## src/design/ptd_pkg.sv

```systemverilog
// Shared types, codes and sizes for the periodic task dispatcher.
package ptd_pkg;

  // Table size default and command queue depth
  localparam int MAX_SLOTS_DEF = 8;
  localparam int FQ_DEPTH      = 4;

  // Configuration port
  localparam int              ADDR_W          = 3;
  localparam logic            REG_TICK_STEP   = 1'b0;
  localparam logic [7:0]      TICK_STEP_RESET = 8'd10;

  // Input op codes
  localparam logic [2:0] OP_TICK    = 3'd0;
  localparam logic [2:0] OP_ADD     = 3'd1;
  localparam logic [2:0] OP_ENABLE  = 3'd2;
  localparam logic [2:0] OP_DISABLE = 3'd3;
  localparam logic [2:0] OP_RUN     = 3'd4;

  // Result kinds
  localparam logic [1:0] KIND_DONE   = 2'd0;
  localparam logic [1:0] KIND_REJECT = 2'd1;
  localparam logic [1:0] KIND_DUE    = 2'd2;
  localparam logic [1:0] KIND_NONE   = 2'd3;

  // Classified command handed from front to back
  typedef enum logic [2:0] {
    CMD_TICK,
    CMD_ADD,
    CMD_ENABLE,
    CMD_DISABLE,
    CMD_RUN,
    CMD_BAD
  } cmd_kind_t;

  typedef struct packed {
    cmd_kind_t   kind;
    logic [31:0] period;
    logic        handler;
    logic [7:0]  slot;
  } cmd_t;

endpackage

```

## src/design/ptd_ifs.sv

```systemverilog
// Valid/ready channel interfaces for request and result words.
interface ptd_req_if;
  logic        valid;
  logic        ready;
  logic [2:0]  op;
  logic [31:0] task_period;
  logic        handler_present;
  logic [7:0]  slot_index;

  modport source(output valid, op, task_period, handler_present, slot_index, input ready);
  modport sink(input valid, op, task_period, handler_present, slot_index, output ready);
endinterface

interface ptd_rsp_if;
  logic        valid;
  logic        ready;
  logic [1:0]  kind;
  logic [2:0]  task_id;
  logic [31:0] uptime_ms;
  logic        last;

  modport source(output valid, kind, task_id, uptime_ms, last, input ready);
  modport sink(input valid, kind, task_id, uptime_ms, last, output ready);
endinterface

```

## src/design/ptd_front.sv

```systemverilog
// Front end: accepts request words and classifies them into queue commands.
module ptd_front
  import ptd_pkg::*;
(
  ptd_req_if.sink req,
  input  logic    q_full,
  output logic    q_push,
  output cmd_t    q_cmd
);

  // Take a word whenever the queue has room
  assign req.ready = !q_full;
  assign q_push    = req.valid && !q_full;

  // Decode the op into a command
  always_comb begin
    q_cmd.period  = req.task_period;
    q_cmd.handler = req.handler_present;
    q_cmd.slot    = req.slot_index;
    case (req.op)
      OP_TICK:    q_cmd.kind = CMD_TICK;
      OP_ADD:     q_cmd.kind = CMD_ADD;
      OP_ENABLE:  q_cmd.kind = CMD_ENABLE;
      OP_DISABLE: q_cmd.kind = CMD_DISABLE;
      OP_RUN:     q_cmd.kind = CMD_RUN;
      default:    q_cmd.kind = CMD_BAD;
    endcase
  end

endmodule

```

## src/design/ptd_fifo.sv

```systemverilog
// Short command queue between the front end and the execution unit.
module ptd_fifo
  import ptd_pkg::*;
(
  input  logic clk,
  input  logic rst,
  input  logic push,
  input  cmd_t push_data,
  output logic full,
  input  logic pop,
  output cmd_t pop_data,
  output logic empty
);

  localparam int PTR_W = (FQ_DEPTH > 1) ? $clog2(FQ_DEPTH) : 1;
  localparam int CNT_W = $clog2(FQ_DEPTH + 1);

  cmd_t             entries [FQ_DEPTH];
  logic [PTR_W-1:0] wr_ptr;
  logic [PTR_W-1:0] rd_ptr;
  logic [CNT_W-1:0] count;

  assign full     = (count == CNT_W'(FQ_DEPTH));
  assign empty    = (count == '0);
  assign pop_data = entries[rd_ptr];

  // Store pushed commands
  always_ff @(posedge clk) begin
    if (push && !full) begin
      entries[wr_ptr] <= push_data;
    end
  end

  // Advance pointers and track fill level
  always_ff @(posedge clk) begin
    if (rst) begin
      wr_ptr <= '0;
      rd_ptr <= '0;
      count  <= '0;
    end else begin
      if (push && !full) begin
        wr_ptr <= (wr_ptr == PTR_W'(FQ_DEPTH - 1)) ? '0 : wr_ptr + PTR_W'(1);
      end
      if (pop && !empty) begin
        rd_ptr <= (rd_ptr == PTR_W'(FQ_DEPTH - 1)) ? '0 : rd_ptr + PTR_W'(1);
      end
      case ({push && !full, pop && !empty})
        2'b10:   count <= count + CNT_W'(1);
        2'b01:   count <= count - CNT_W'(1);
        default: count <= count;
      endcase
    end
  end

endmodule

```

## src/design/ptd_back.sv

```systemverilog
// Execution unit: task table, millisecond clock, slot scan and result register.
module ptd_back
  import ptd_pkg::*;
#(
  parameter int MAX_SLOTS = MAX_SLOTS_DEF
) (
  input  logic clk,
  input  logic rst,
  input  logic [7:0] tick_step,
  input  logic q_valid,
  input  cmd_t q_data,
  output logic q_pop,
  output logic [$clog2(MAX_SLOTS+1)-1:0] slot_count,
  ptd_rsp_if.source rsp
);

  localparam int IDX_W = (MAX_SLOTS > 1) ? $clog2(MAX_SLOTS) : 1;
  localparam int CNT_W = $clog2(MAX_SLOTS + 1);

  typedef enum logic [2:0] {
    S_IDLE = 3'b001,
    S_SCAN = 3'b010,
    S_DONE = 3'b100
  } state_t;

  state_t               state, state_next;
  logic [31:0]          clock_ms, clock_next;
  logic [CNT_W-1:0]     slots_used, slots_next;
  logic [MAX_SLOTS-1:0] en_flags, en_next;
  logic [IDX_W-1:0]     idx, idx_next, idx_inc;
  logic                 pend_valid, pend_valid_next;
  logic [2:0]           pend_id, pend_id_next;

  // Task table memories
  logic [31:0]      period_mem [MAX_SLOTS];
  logic [31:0]      last_mem   [MAX_SLOTS];
  logic [31:0]      rd_period;
  logic [31:0]      rd_last;
  logic             per_we, lr_we;
  logic [IDX_W-1:0] waddr, raddr;

  // Result register
  logic        rsp_valid;
  logic [1:0]  rsp_kind;
  logic [2:0]  rsp_id;
  logic [31:0] rsp_uptime;
  logic        rsp_last;
  logic        out_free, out_load;
  logic [1:0]  o_kind;
  logic [2:0]  o_id;
  logic        o_last;

  // Scan and decode helpers
  logic [31:0] elapsed;
  logic        due, stall, scan_end, table_full, slot_ok;
  logic [7:0]  slots_w8, idx_w8;

  assign rsp.valid     = rsp_valid;
  assign rsp.kind      = rsp_kind;
  assign rsp.task_id   = rsp_id;
  assign rsp.uptime_ms = rsp_uptime;
  assign rsp.last      = rsp_last;
  assign slot_count    = slots_used;

  assign out_free   = !rsp_valid || rsp.ready;
  assign elapsed    = clock_ms - rd_last;
  assign due        = en_flags[idx] && (elapsed >= rd_period);
  assign stall      = due && pend_valid && !out_free;
  assign idx_inc    = idx + IDX_W'(1);
  assign scan_end   = (CNT_W'(idx) + CNT_W'(1)) == slots_used;
  assign table_full = slots_used >= CNT_W'(MAX_SLOTS);
  assign slots_w8   = 8'(slots_used);
  assign idx_w8     = 8'(idx);
  assign slot_ok    = q_data.slot < slots_w8;

  // Command execution and slot scan
  always_comb begin
    state_next      = state;
    clock_next      = clock_ms;
    slots_next      = slots_used;
    en_next         = en_flags;
    idx_next        = idx;
    pend_valid_next = pend_valid;
    pend_id_next    = pend_id;
    out_load        = 1'b0;
    o_kind          = KIND_DONE;
    o_id            = '0;
    o_last          = 1'b1;
    q_pop           = 1'b0;
    per_we          = 1'b0;
    lr_we           = 1'b0;
    waddr           = slots_used[IDX_W-1:0];
    raddr           = '0;
    case (state)
      S_IDLE: begin
        if (q_valid && out_free) begin
          q_pop = 1'b1;
          case (q_data.kind)
            CMD_TICK: begin
              clock_next = clock_ms + 32'(tick_step);
              out_load   = 1'b1;
            end
            CMD_ADD: begin
              out_load = 1'b1;
              if (table_full || !q_data.handler) begin
                o_kind = KIND_REJECT;
              end else begin
                per_we                          = 1'b1;
                lr_we                           = 1'b1;
                en_next[slots_used[IDX_W-1:0]]  = 1'b1;
                slots_next                      = slots_used + CNT_W'(1);
                o_id                            = slots_w8[2:0];
              end
            end
            CMD_ENABLE, CMD_DISABLE: begin
              out_load = 1'b1;
              if (slot_ok) begin
                en_next[q_data.slot[IDX_W-1:0]] = (q_data.kind == CMD_ENABLE);
                o_id                            = q_data.slot[2:0];
              end else begin
                o_kind = KIND_REJECT;
              end
            end
            CMD_RUN: begin
              idx_next        = '0;
              pend_valid_next = 1'b0;
              state_next      = (slots_used == '0) ? S_DONE : S_SCAN;
            end
            default: begin
              out_load = 1'b1;
              o_kind   = KIND_REJECT;
            end
          endcase
        end
      end
      S_SCAN: begin
        // Hold one due slot back so the final one can carry last
        raddr = idx;
        if (!stall) begin
          if (due) begin
            lr_we           = 1'b1;
            waddr           = idx;
            pend_valid_next = 1'b1;
            pend_id_next    = idx_w8[2:0];
            if (pend_valid) begin
              out_load = 1'b1;
              o_kind   = KIND_DUE;
              o_id     = pend_id;
              o_last   = 1'b0;
            end
          end
          if (scan_end) begin
            state_next = S_DONE;
          end else begin
            idx_next = idx_inc;
            raddr    = idx_inc;
          end
        end
      end
      S_DONE: begin
        if (out_free) begin
          out_load        = 1'b1;
          o_kind          = pend_valid ? KIND_DUE : KIND_NONE;
          o_id            = pend_valid ? pend_id : 3'd0;
          pend_valid_next = 1'b0;
          state_next      = S_IDLE;
        end
      end
      default: state_next = S_IDLE;
    endcase
  end

  // Table memories with registered read
  always_ff @(posedge clk) begin
    if (per_we) begin
      period_mem[waddr] <= q_data.period;
    end
    if (lr_we) begin
      last_mem[waddr] <= clock_ms;
    end
    rd_period <= period_mem[raddr];
    rd_last   <= last_mem[raddr];
  end

  // Control state
  always_ff @(posedge clk) begin
    if (rst) begin
      state      <= S_IDLE;
      clock_ms   <= '0;
      slots_used <= '0;
      en_flags   <= '0;
      pend_valid <= 1'b0;
      rsp_valid  <= 1'b0;
    end else begin
      state      <= state_next;
      clock_ms   <= clock_next;
      slots_used <= slots_next;
      en_flags   <= en_next;
      pend_valid <= pend_valid_next;
      if (out_load) begin
        rsp_valid <= 1'b1;
      end else if (rsp.ready) begin
        rsp_valid <= 1'b0;
      end
    end
  end

  // Scan index and result payload
  always_ff @(posedge clk) begin
    idx     <= idx_next;
    pend_id <= pend_id_next;
    if (out_load) begin
      rsp_kind   <= o_kind;
      rsp_id     <= o_id;
      rsp_uptime <= clock_next;
      rsp_last   <= o_last;
    end
  end

endmodule

```

## src/design/periodic_task_dispatcher.sv

```systemverilog
// A tick, add, enable, disable or unknown word gives its result word via the result register;
// a run word scans the registered slot count, one slot per cycle through the read port of the
// period and last-run memories while no due slot is stalled, then closes the scan. Throughput:
// one word per cycle into a 4-deep command queue while not full; execution of one at a time.
// Reset (synchronous, active high) clears the clock, slot count, enable flags and queue, and
// sets the tick step to 10; the period and last-run memories hold no value until written.
module periodic_task_dispatcher
  import ptd_pkg::*;
#(
  parameter int MAX_SLOTS = MAX_SLOTS_DEF
) (
  input  logic              clk,
  input  logic              rst,
  ptd_req_if.sink           req,
  ptd_rsp_if.source         rsp,
  input  logic              psel,
  input  logic              penable,
  input  logic              pwrite,
  input  logic [ADDR_W-1:0] paddr,
  input  logic [31:0]       pwdata,
  output logic [31:0]       prdata,
  output logic              pready
);

  localparam int CNT_W = $clog2(MAX_SLOTS + 1);

  logic             q_push, q_full, q_pop, q_empty;
  cmd_t             q_in, q_out;
  logic [7:0]       tick_step;
  logic [CNT_W-1:0] slot_count;

  // Configuration register
  assign pready = 1'b1;
  assign prdata = (paddr[ADDR_W-1:2] == REG_TICK_STEP) ? {24'd0, tick_step} : 32'd0;

  always_ff @(posedge clk) begin
    if (rst) begin
      tick_step <= TICK_STEP_RESET;
    end else if (psel && penable && pwrite && pready
                 && paddr[ADDR_W-1:2] == REG_TICK_STEP) begin
      tick_step <= pwdata[7:0];
    end
  end

  ptd_front u_front (
    .req    (req),
    .q_full (q_full),
    .q_push (q_push),
    .q_cmd  (q_in)
  );

  ptd_fifo u_fifo (
    .clk       (clk),
    .rst       (rst),
    .push      (q_push),
    .push_data (q_in),
    .full      (q_full),
    .pop       (q_pop),
    .pop_data  (q_out),
    .empty     (q_empty)
  );

  ptd_back #(
    .MAX_SLOTS (MAX_SLOTS)
  ) u_back (
    .clk        (clk),
    .rst        (rst),
    .tick_step  (tick_step),
    .q_valid    (!q_empty),
    .q_data     (q_out),
    .q_pop      (q_pop),
    .slot_count (slot_count),
    .rsp        (rsp)
  );

  // Only due words may be followed by more words of the same item
  a_nondue_last: assert property (@(posedge clk) disable iff (rst)
    rsp.valid && rsp.kind != KIND_DUE |-> rsp.last)
    else $error("non-due result word without last");

  // Slot count stays within the table
  a_count_bound: assert property (@(posedge clk) disable iff (rst)
    slot_count <= CNT_W'(MAX_SLOTS))
    else $error("slot count beyond table size");

  // Slot count only grows, one add at a time
  a_count_step: assert property (@(posedge clk) disable iff (rst)
    slot_count != $past(slot_count) |-> slot_count == $past(slot_count) + CNT_W'(1))
    else $error("slot count changed by other than one add");

endmodule
```

## src/flat_wrapper.sv

```systemverilog
// flat-port wrapper written by rule: the top's interface ports become plain ports
module periodic_task_dispatcher_flat import ptd_pkg::*;
#(
  parameter int MAX_SLOTS = MAX_SLOTS_DEF
)
  (clk, rst, psel, penable, pwrite, paddr, pwdata, prdata, pready, req_valid, req_op, req_task_period, req_handler_present, req_slot_index, req_ready, rsp_valid, rsp_kind, rsp_task_id, rsp_uptime_ms, rsp_last, rsp_ready);
  ptd_req_if req_i ();
  ptd_rsp_if rsp_i ();
  input  logic clk;
  input  logic rst;
  input  logic psel;
  input  logic penable;
  input  logic pwrite;
  input  logic [ADDR_W-1:0] paddr;
  input  logic [31:0] pwdata;
  output logic [31:0] prdata;
  output logic pready;
  input wire logic [$bits(req_i.valid)-1:0] req_valid;
  input wire logic [$bits(req_i.op)-1:0] req_op;
  input wire logic [$bits(req_i.task_period)-1:0] req_task_period;
  input wire logic [$bits(req_i.handler_present)-1:0] req_handler_present;
  input wire logic [$bits(req_i.slot_index)-1:0] req_slot_index;
  output wire logic [$bits(req_i.ready)-1:0] req_ready;
  output wire logic [$bits(rsp_i.valid)-1:0] rsp_valid;
  output wire logic [$bits(rsp_i.kind)-1:0] rsp_kind;
  output wire logic [$bits(rsp_i.task_id)-1:0] rsp_task_id;
  output wire logic [$bits(rsp_i.uptime_ms)-1:0] rsp_uptime_ms;
  output wire logic [$bits(rsp_i.last)-1:0] rsp_last;
  input wire logic [$bits(rsp_i.ready)-1:0] rsp_ready;
  assign req_i.valid = req_valid;
  assign req_i.op = req_op;
  assign req_i.task_period = req_task_period;
  assign req_i.handler_present = req_handler_present;
  assign req_i.slot_index = req_slot_index;
  assign req_ready = req_i.ready;
  assign rsp_valid = rsp_i.valid;
  assign rsp_kind = rsp_i.kind;
  assign rsp_task_id = rsp_i.task_id;
  assign rsp_uptime_ms = rsp_i.uptime_ms;
  assign rsp_last = rsp_i.last;
  assign rsp_i.ready = rsp_ready;
  periodic_task_dispatcher #(.MAX_SLOTS(MAX_SLOTS)) u_core (.clk(clk), .rst(rst), .req(req_i), .rsp(rsp_i), .psel(psel), .penable(penable), .pwrite(pwrite), .paddr(paddr), .pwdata(pwdata), .prdata(prdata), .pready(pready));
endmodule
```

## config.mk

```make
export PLATFORM = sky130hd
export DESIGN_NAME = periodic_task_dispatcher_flat
export DESIGN_NICKNAME = d
export VERILOG_FILES = /design/src/design/ptd_pkg.sv /design/src/design/ptd_ifs.sv /design/src/design/ptd_front.sv /design/src/design/ptd_fifo.sv /design/src/design/ptd_back.sv /design/src/design/periodic_task_dispatcher.sv /design/src/flat_wrapper.sv
export SDC_FILE = /design/constraint.sdc
export NUM_CORES = 1
export LEC_CHECK = 0
export BUFFER_PORTS_ARGS = -buffer_cell sky130_fd_sc_hd__buf_4
export CAP_MARGIN = 20
export CORE_UTILIZATION = 40
export DETAILED_ROUTE_END_ITERATION = 6
export SLEW_MARGIN = 25
export SYNTH_ARGS = -nofsm -noshare
export SYNTH_HDL_FRONTEND = slang
export SYNTH_SLANG_ARGS = --single-unit
```

## constraint.sdc

```tcl
create_clock -name clk -period 15.2 [get_ports clk]
set_input_delay 2.28 -clock clk [delete_from_list [all_inputs] [get_ports clk]]
set_output_delay 2.28 -clock clk [all_outputs]
set_load 0.03 [all_outputs]
```

### Word-level counts from Yosys, hierarchy flattened

Memories as Yosys holds them, arrays and structs flattened. A register that Yosys moved wholly into a read port is not among the register bits.
Cells that the tools add are included.

* output and inout bits: 73
* bits in writable memories: 688
* input port bits: 86
* memories: 3
* word-level logic and storage cells: 190
* bits in registers: 108

* equality and inequality tests: 25
* add/subtract/negate cells: 9
* reductions and logical operators: 37
* muxes and demuxes: 86
* order comparisons: 8
* bitwise operators: 6

Memory list
* u_core.u_back.last_mem: words 8, bits a word 32, rd ports 1, clocked after memory_dff 1, write ports 1, line ptd_back.sv:36 `logic [31:0] last_mem [MAX_SLOTS];`
* u_core.u_back.period_mem: words 8, bits a word 32, rd ports 1, clocked after memory_dff 1, write ports 1, line ptd_back.sv:35 `logic [31:0] period_mem [MAX_SLOTS];`
* u_core.u_fifo.entries: words 4, bits a word 44, rd ports 1, clocked after memory_dff 1, write ports 1, line ptd_fifo.sv:18 `cmd_t entries [FQ_DEPTH];`

Operator list (number)
* 2-to-1 mux 32 bit: 3
* 2-to-1 mux 3 bit: 21
* 2-to-1 mux 1 bit: 35
* adder 32 x 8 -> 32 bit: 1
* >= comparator 32 bit: 1
* subtractor 32 bit: 1
* 2-to-1 mux 8 bit: 3
* one-hot mux 3 bit (2 select lines): 3
* one-hot mux 3 bit (3 select lines): 2
* 2-to-1 mux 2 bit: 8
* one-hot mux 8 bit (2 select lines): 1
* equality test 3 x 2 -> 1 bit, second input constant: 5
* one-hot mux 3 bit (5 select lines): 1
* != test 2 bit, second input constant: 7
* equality test 3 bit, second input constant: 4
* logical AND 1 bit: 12
* < comparator 3 x 4 -> 1 bit, second input constant: 3
* AND reduction 5 bit: 2
* equality test 3 x 1 -> 1 bit, second input constant: 3
* zero test 3 bit: 3
* one-hot mux 1 bit (3 select lines): 3
* bitwise mux 8 bit: 1
* < comparator 8 x 4 -> 1 bit: 1
* OR 8 bit: 1
* other kinds (26): 46

### Longest topological paths before layout

* depth in word-level cells: 9
* depth in mapped cells: 27

### Cells and area by module

Synthesis repeated with hierarchy kept, for this count alone.

* cells, all modules: 2578
* area, all modules: 36458.7 sq um

By module, submodules not included
* ptd_back: times used 1, seq. area each 18958.2 sq um, area an instance 28668.7 sq um, cells each 2177
* ptd_fifo: times used 1, seq. area each 5465.2 sq um, area an instance 6830.3 sq um, cells each 284
* periodic_task_dispatcher: times used 1, seq. area each 160.2 sq um, area an instance 624.3 sq um, cells each 71
* ptd_front: times used 1, seq. area each 0.0 sq um, area an instance 335.3 sq um, cells each 46

### Worst setup path after synthesis

No wires, ideal clock.

* kind: register to register
* start point: register u_core.u_back.clock_ms[0]
* end point: memory u_core.u_back.last_mem[7][0], enable pin
* period minus slack after synthesis: 6.887 ns
* arrival time: 6.466 ns
* slack: 8.313 ns
* cell stages (with the launch flop): 23
* library setup time: 0.421 ns
* cell sequence: dfxtp_1 inv_1 ha_1 inv_1 fa_1 a21oi_1 o221ai_1 a221o_1 and3_1 o21bai_1 nand3_1 a31o_2 a21oi_1 xnor2_1 ha_1 nand4_1 or3_1 or4_4 a31oi_4 nor2_1 nor3_2 a31oi_1 nor2_1

* longest elaborated chain between the ends: 9

Ends and longest elaborated chain
* start, declared: line ptd_back.sv:27 `logic [31:0] clock_ms, clock_next;`
* start signal, assigned: line ptd_back.sv:196 `clock_ms <= clock_next;`
* subtractor 32 bit (*): line ptd_back.sv:66 `assign elapsed = clock_ms - rd_last;`
* >= comparator 32 bit (*): line ptd_back.sv:67 `assign due = en_flags[idx] && (elapsed >= rd_period);`
* logical AND 1 bit (*): line ptd_back.sv:67
* logical AND 1 bit (2 in series): line ptd_back.sv:68 `assign stall = due && pend_valid && !out_free;`
* 2-to-1 mux 1 bit: line ptd_back.sv:139 `if (!stall) begin`
* one-hot mux 1 bit (2 select lines): line ptd_back.sv:94 `case (state)`
* 2-to-1 mux 1 bit: line ptd_back.sv:178 `if (lr_we) begin`
* 2-to-1 mux 1 bit (not written as such): line ptd_back.sv:179 `last_mem[waddr] <= clock_ms;`
* end, declared: line ptd_back.sv:36

Mark *: on every way between the ends. The rest lies on a longest branch, timed or not.

### Final worst setup path

* start point: register u_core.u_back.clock_ms[9]
* end point: register u_core.u_back.rd_period[22], read port of u_core.u_back.period_mem

* longest elaborated chain between the ends: 7

Ends and longest elaborated chain
* subtractor 32 bit: line ptd_back.sv:66
* >= comparator 32 bit: line ptd_back.sv:67
* logical AND 1 bit: line ptd_back.sv:67
* logical AND 1 bit (2 in series): line ptd_back.sv:68
* 2-to-1 mux 3 bit
* 2-to-1 mux 3 bit: line ptd_back.sv:94
* end, declared: line ptd_back.sv:37 `logic [31:0] rd_period;`

No other way between the ends.
A chain may end at the register's enable or synchronous reset.

==> impl_results.md <==
* Input/output buffers at 107
* Final-report hold violation count at 0
* Worst-Margin Slew at 1.02 ns
* H-tree depth at 3
* Vias/cell at 5.30
* Worst-path clk slew at 0.06 ns
* Count of cell types in the netlist at 77
* Largest net degree at the start of global routing at 126
* RSZ-0062 raised after global routing: false
* Setup ws final at 6.71 ns
* Vias in the first global route at 20,100
* Status: completed
* Cell area after synthesis at 35,700 um2
* Clock Tree Root: clkbuf_16
* Min-delay src: u_core.u_fifo.rd_ptr[1]
* Worst Setup End Kind: register
* Synth top area share at 61.6%
* Gr ovfl total at 0
* Worst skew pair latency at 0.63 ns
* Reg2reg setup slack at 6.71 ns
* Largest area contributor in the netlist: edfxtp_1
* Final instance area at 40,900 um2
* Core Region at 88,400 um2
* # rows at 109
* # diodes at 0
* Iter 0 DRT Violations at 1,338
* EDFF count, synth at 732
* Die width at 301 um
* IO Pins at 159
* Crit path kind: register to register
* Syn Inst Count at 2,287
* Req. time, crit path at 15.68 ns
* Resize count post-CTS at 0
* Area growth syn-to-layout at 14.6%
* Ys Warns at 0
* Clock Sinks at 862
* Slew HR at 30.2%
* Global-route wire length before repair at 119,000 um
* DR DRC count at 0
* Final setup fails at 0
* Sequential area share after synthesis at 68.8%
* Pre-CTS WS at 6.30 ns
* Top_reg_cell synth: edfxtp_1
* PwrDens at 143 nW/um2
* Proportion of synthesized flip-flops having asynchronous set or reset at 0%
* Final period util at 55.9%
* Starting density of the core at 40.4%
* TritonCTS clock tree: built
* Max Cap Violations at 0
* Placer Congestion at 0.826
* Setup bufs post-CTS at 0
* Critical register-to-register path startpoint: u_core.u_back.clock_ms[9]
* Tmin final at 8.49 ns
* Most common cell in the synthesized netlist: edfxtp_1
* DP HPWL at 46,800 um
* Fill cells at 7,717
* WL per Instance at 21.4 um
* First-pass DRT Iterations at 5
* Tot GR Track Use at 17.4%
* Die area at 90,500 um2
* CP Data Arrival Time at 8.97 ns
* Worst Clk Skew at 0.0181 ns
* Synth Register Bits at 862
* DR vias at 19,400
* Fin. max-slew vios at 0
* Final setup TNS at 0 ns
* Worst r2r dst: u_core.u_back.rd_period[22]
* Mean Syn Cell Area at 15.6 um2
* Final nets at 2,603
* Share of cells above drive strength 1 at 20.1%
* Hold Crit Depth at 2
* Fmax at 118 MHz
* Die Y at 301 um
* Area contributors post-synth: edfxtp_1 62%, dfxtp_1 7.3%, mux2i_1 4.7%, ha_1 2.9%, mux4_2 2.7%
* Post-DP Area at 37,900 um2
* Clk buf depth at 3
* Number of buffers created by CTS at 88
* VDD IR max at 105 uV
* Final ANT Viol Nets at 0
* Number of hold buffers added after cts at 0
* Initial antenna violation count at 1
* Post-synth top cells: 732 x edfxtp_1, 167 x mux2i_1, 130 x dfxtp_1
* Leakage at 0.0151 uW
* Hold Path Class: register to register
* Worst r2r path cells at 22
* CP Max Fanout at 28
* Startpoint Class: register
* Routed WL at 78,500 um
* Total power draw at 5830 uW
critical path, stage by stage, from the launching register on:
cell	delay, ns
dfxtp_1	0.73
ha_1	0.39
and4_1	0.24
nand2_1	0.11
a211oi_1	0.07
nor4_1	0.81
o31a_1	0.33
o31ai_1	0.14
o211ai_1	0.32
a21oi_1	0.16
o211ai_1	0.26
ha_1	0.29
nand4_1	0.15
nor3_1	0.09
a221oi_1	0.66
a211oi_1	0.29
a211oi_4	0.70
mux2i_4	0.96
buf_4	0.59
buf_12	0.30
mux2_2	0.36
a2bb2oi_1	0.16
o221ai_1	0.14
sequential cells by signal (all words and copies together) (netlist names), 3 cells and up, named ones only:
register	count
u_core.u_back.last_mem	256
u_core.u_back.period_mem	256
u_core.u_fifo.entries	176
u_core.u_back.clock_ms	32
u_core.u_back.rd_last	32
u_core.u_back.rd_period	32
u_core.u_back.rsp.uptime_ms	32
u_core.tick_step	8
u_core.u_back.en_flags	8
u_core.u_back.slot_count	4
u_core.u_back.idx	3
u_core.u_back.pend_id	3
u_core.u_back.rsp.task_id	3
u_core.u_back.state	3
u_core.u_fifo.count	3
per-layer routing:
layer | vias up | global-route usage [%] | part of all wire (%)
met5 | - | 0 | 0
met2 | 406 | 30.6 | 51
met3 | 105 | 2.29 | 3.6
met4 | 0 | 5.70 | 2.3
li1 | 9074 | - | -
met1 | 9839 | 22.0 | 43
report_power, final:
group	internal, uW	switching, uW
Sequential	2820	65.7
Combinational	263	514
Clock	1290	886
cell type report:
cell class	count	area (um2)	share of cell area [%]
clock buffers	114	2390	5.85
repair buffers	154	1190	2.92
clock inverters	48	554	1.35
well taps	1165	1460	3.56
multi-input cells	1226	10400	25.3
inverters	99	372	0.908
flip-flops and latches	862	24600	60.1
worst max path at each step:
| stage | startpoint | to | slack, ns |
|---|---|---|---|
| 6_report | u_core.u_back.clock_ms[9] | u_core.u_back.rd_period[22] | 6.71 |
| 2_1_floorplan | u_core.u_back.clock_ms[0] | u_core.u_back.last_mem[7][0] | 8.31 |
| 3_3_place_gp | u_core.u_back.clock_ms[9] | u_core.u_back.rd_period[27] | 6.59 |
| 4_1_cts | u_core.u_back.clock_ms[9] | u_core.u_back.rd_period[27] | 6.24 |
| 5_1_grt | u_core.u_back.clock_ms[1] | u_core.u_back.rd_period[22] | 6.11 |
| 3_5_place_dp | u_core.u_back.clock_ms[9] | u_core.u_back.rd_period[27] | 6.30 |
through the flow:
| step | cells | util, % | hold WS (ns) |
|---|---|---|---|
| detailed placement | 3504 | 42.9 | 0.480 |
| global placement | 3504 | 42.9 | 0.469 |
| global route | 3668 | 46.3 | 0.512 |
| floorplan | 2310 | - | 0.448 |
| finish | 3668 | 46.3 | 0.484 |
| CTS | 3666 | 46.2 | 0.489 |
cells by family (layout without fill, tap and decap cells):
group	count (synthesis)	after routing	synth area share (%)
flops	862	862	68.8
simple gates	395	395	5.74
compound gates	377	377	8.10
mux	287	287	9.86
buf+inv	222	415	2.99
fa+ha+maj	86	86	3.08
xor+xnor	56	56	1.37
other cells	2	25	0.0210
cells in the final DEF, fill, tap and decap left out, drive strengths merged, types with 13 or more instances in the layout:
cell type and count:
edfxtp 732, mux2i 168, buf 154, dfxtp 130, clkbuf 114, inv 104
nor2 87, nand2 85, ha 83, a21oi 78, mux2 76, a211oi 68
mux4 43, nor2b 41, and2 40, o21ai 40, o221ai 35, xnor2 31
o22ai 30, nor3 29, clkinv 27, o22a 26, nand3 26, xor2 25
conb 25, a21o 13, o31ai 13
No activity file was read; power rests on OpenSTA's default activity.
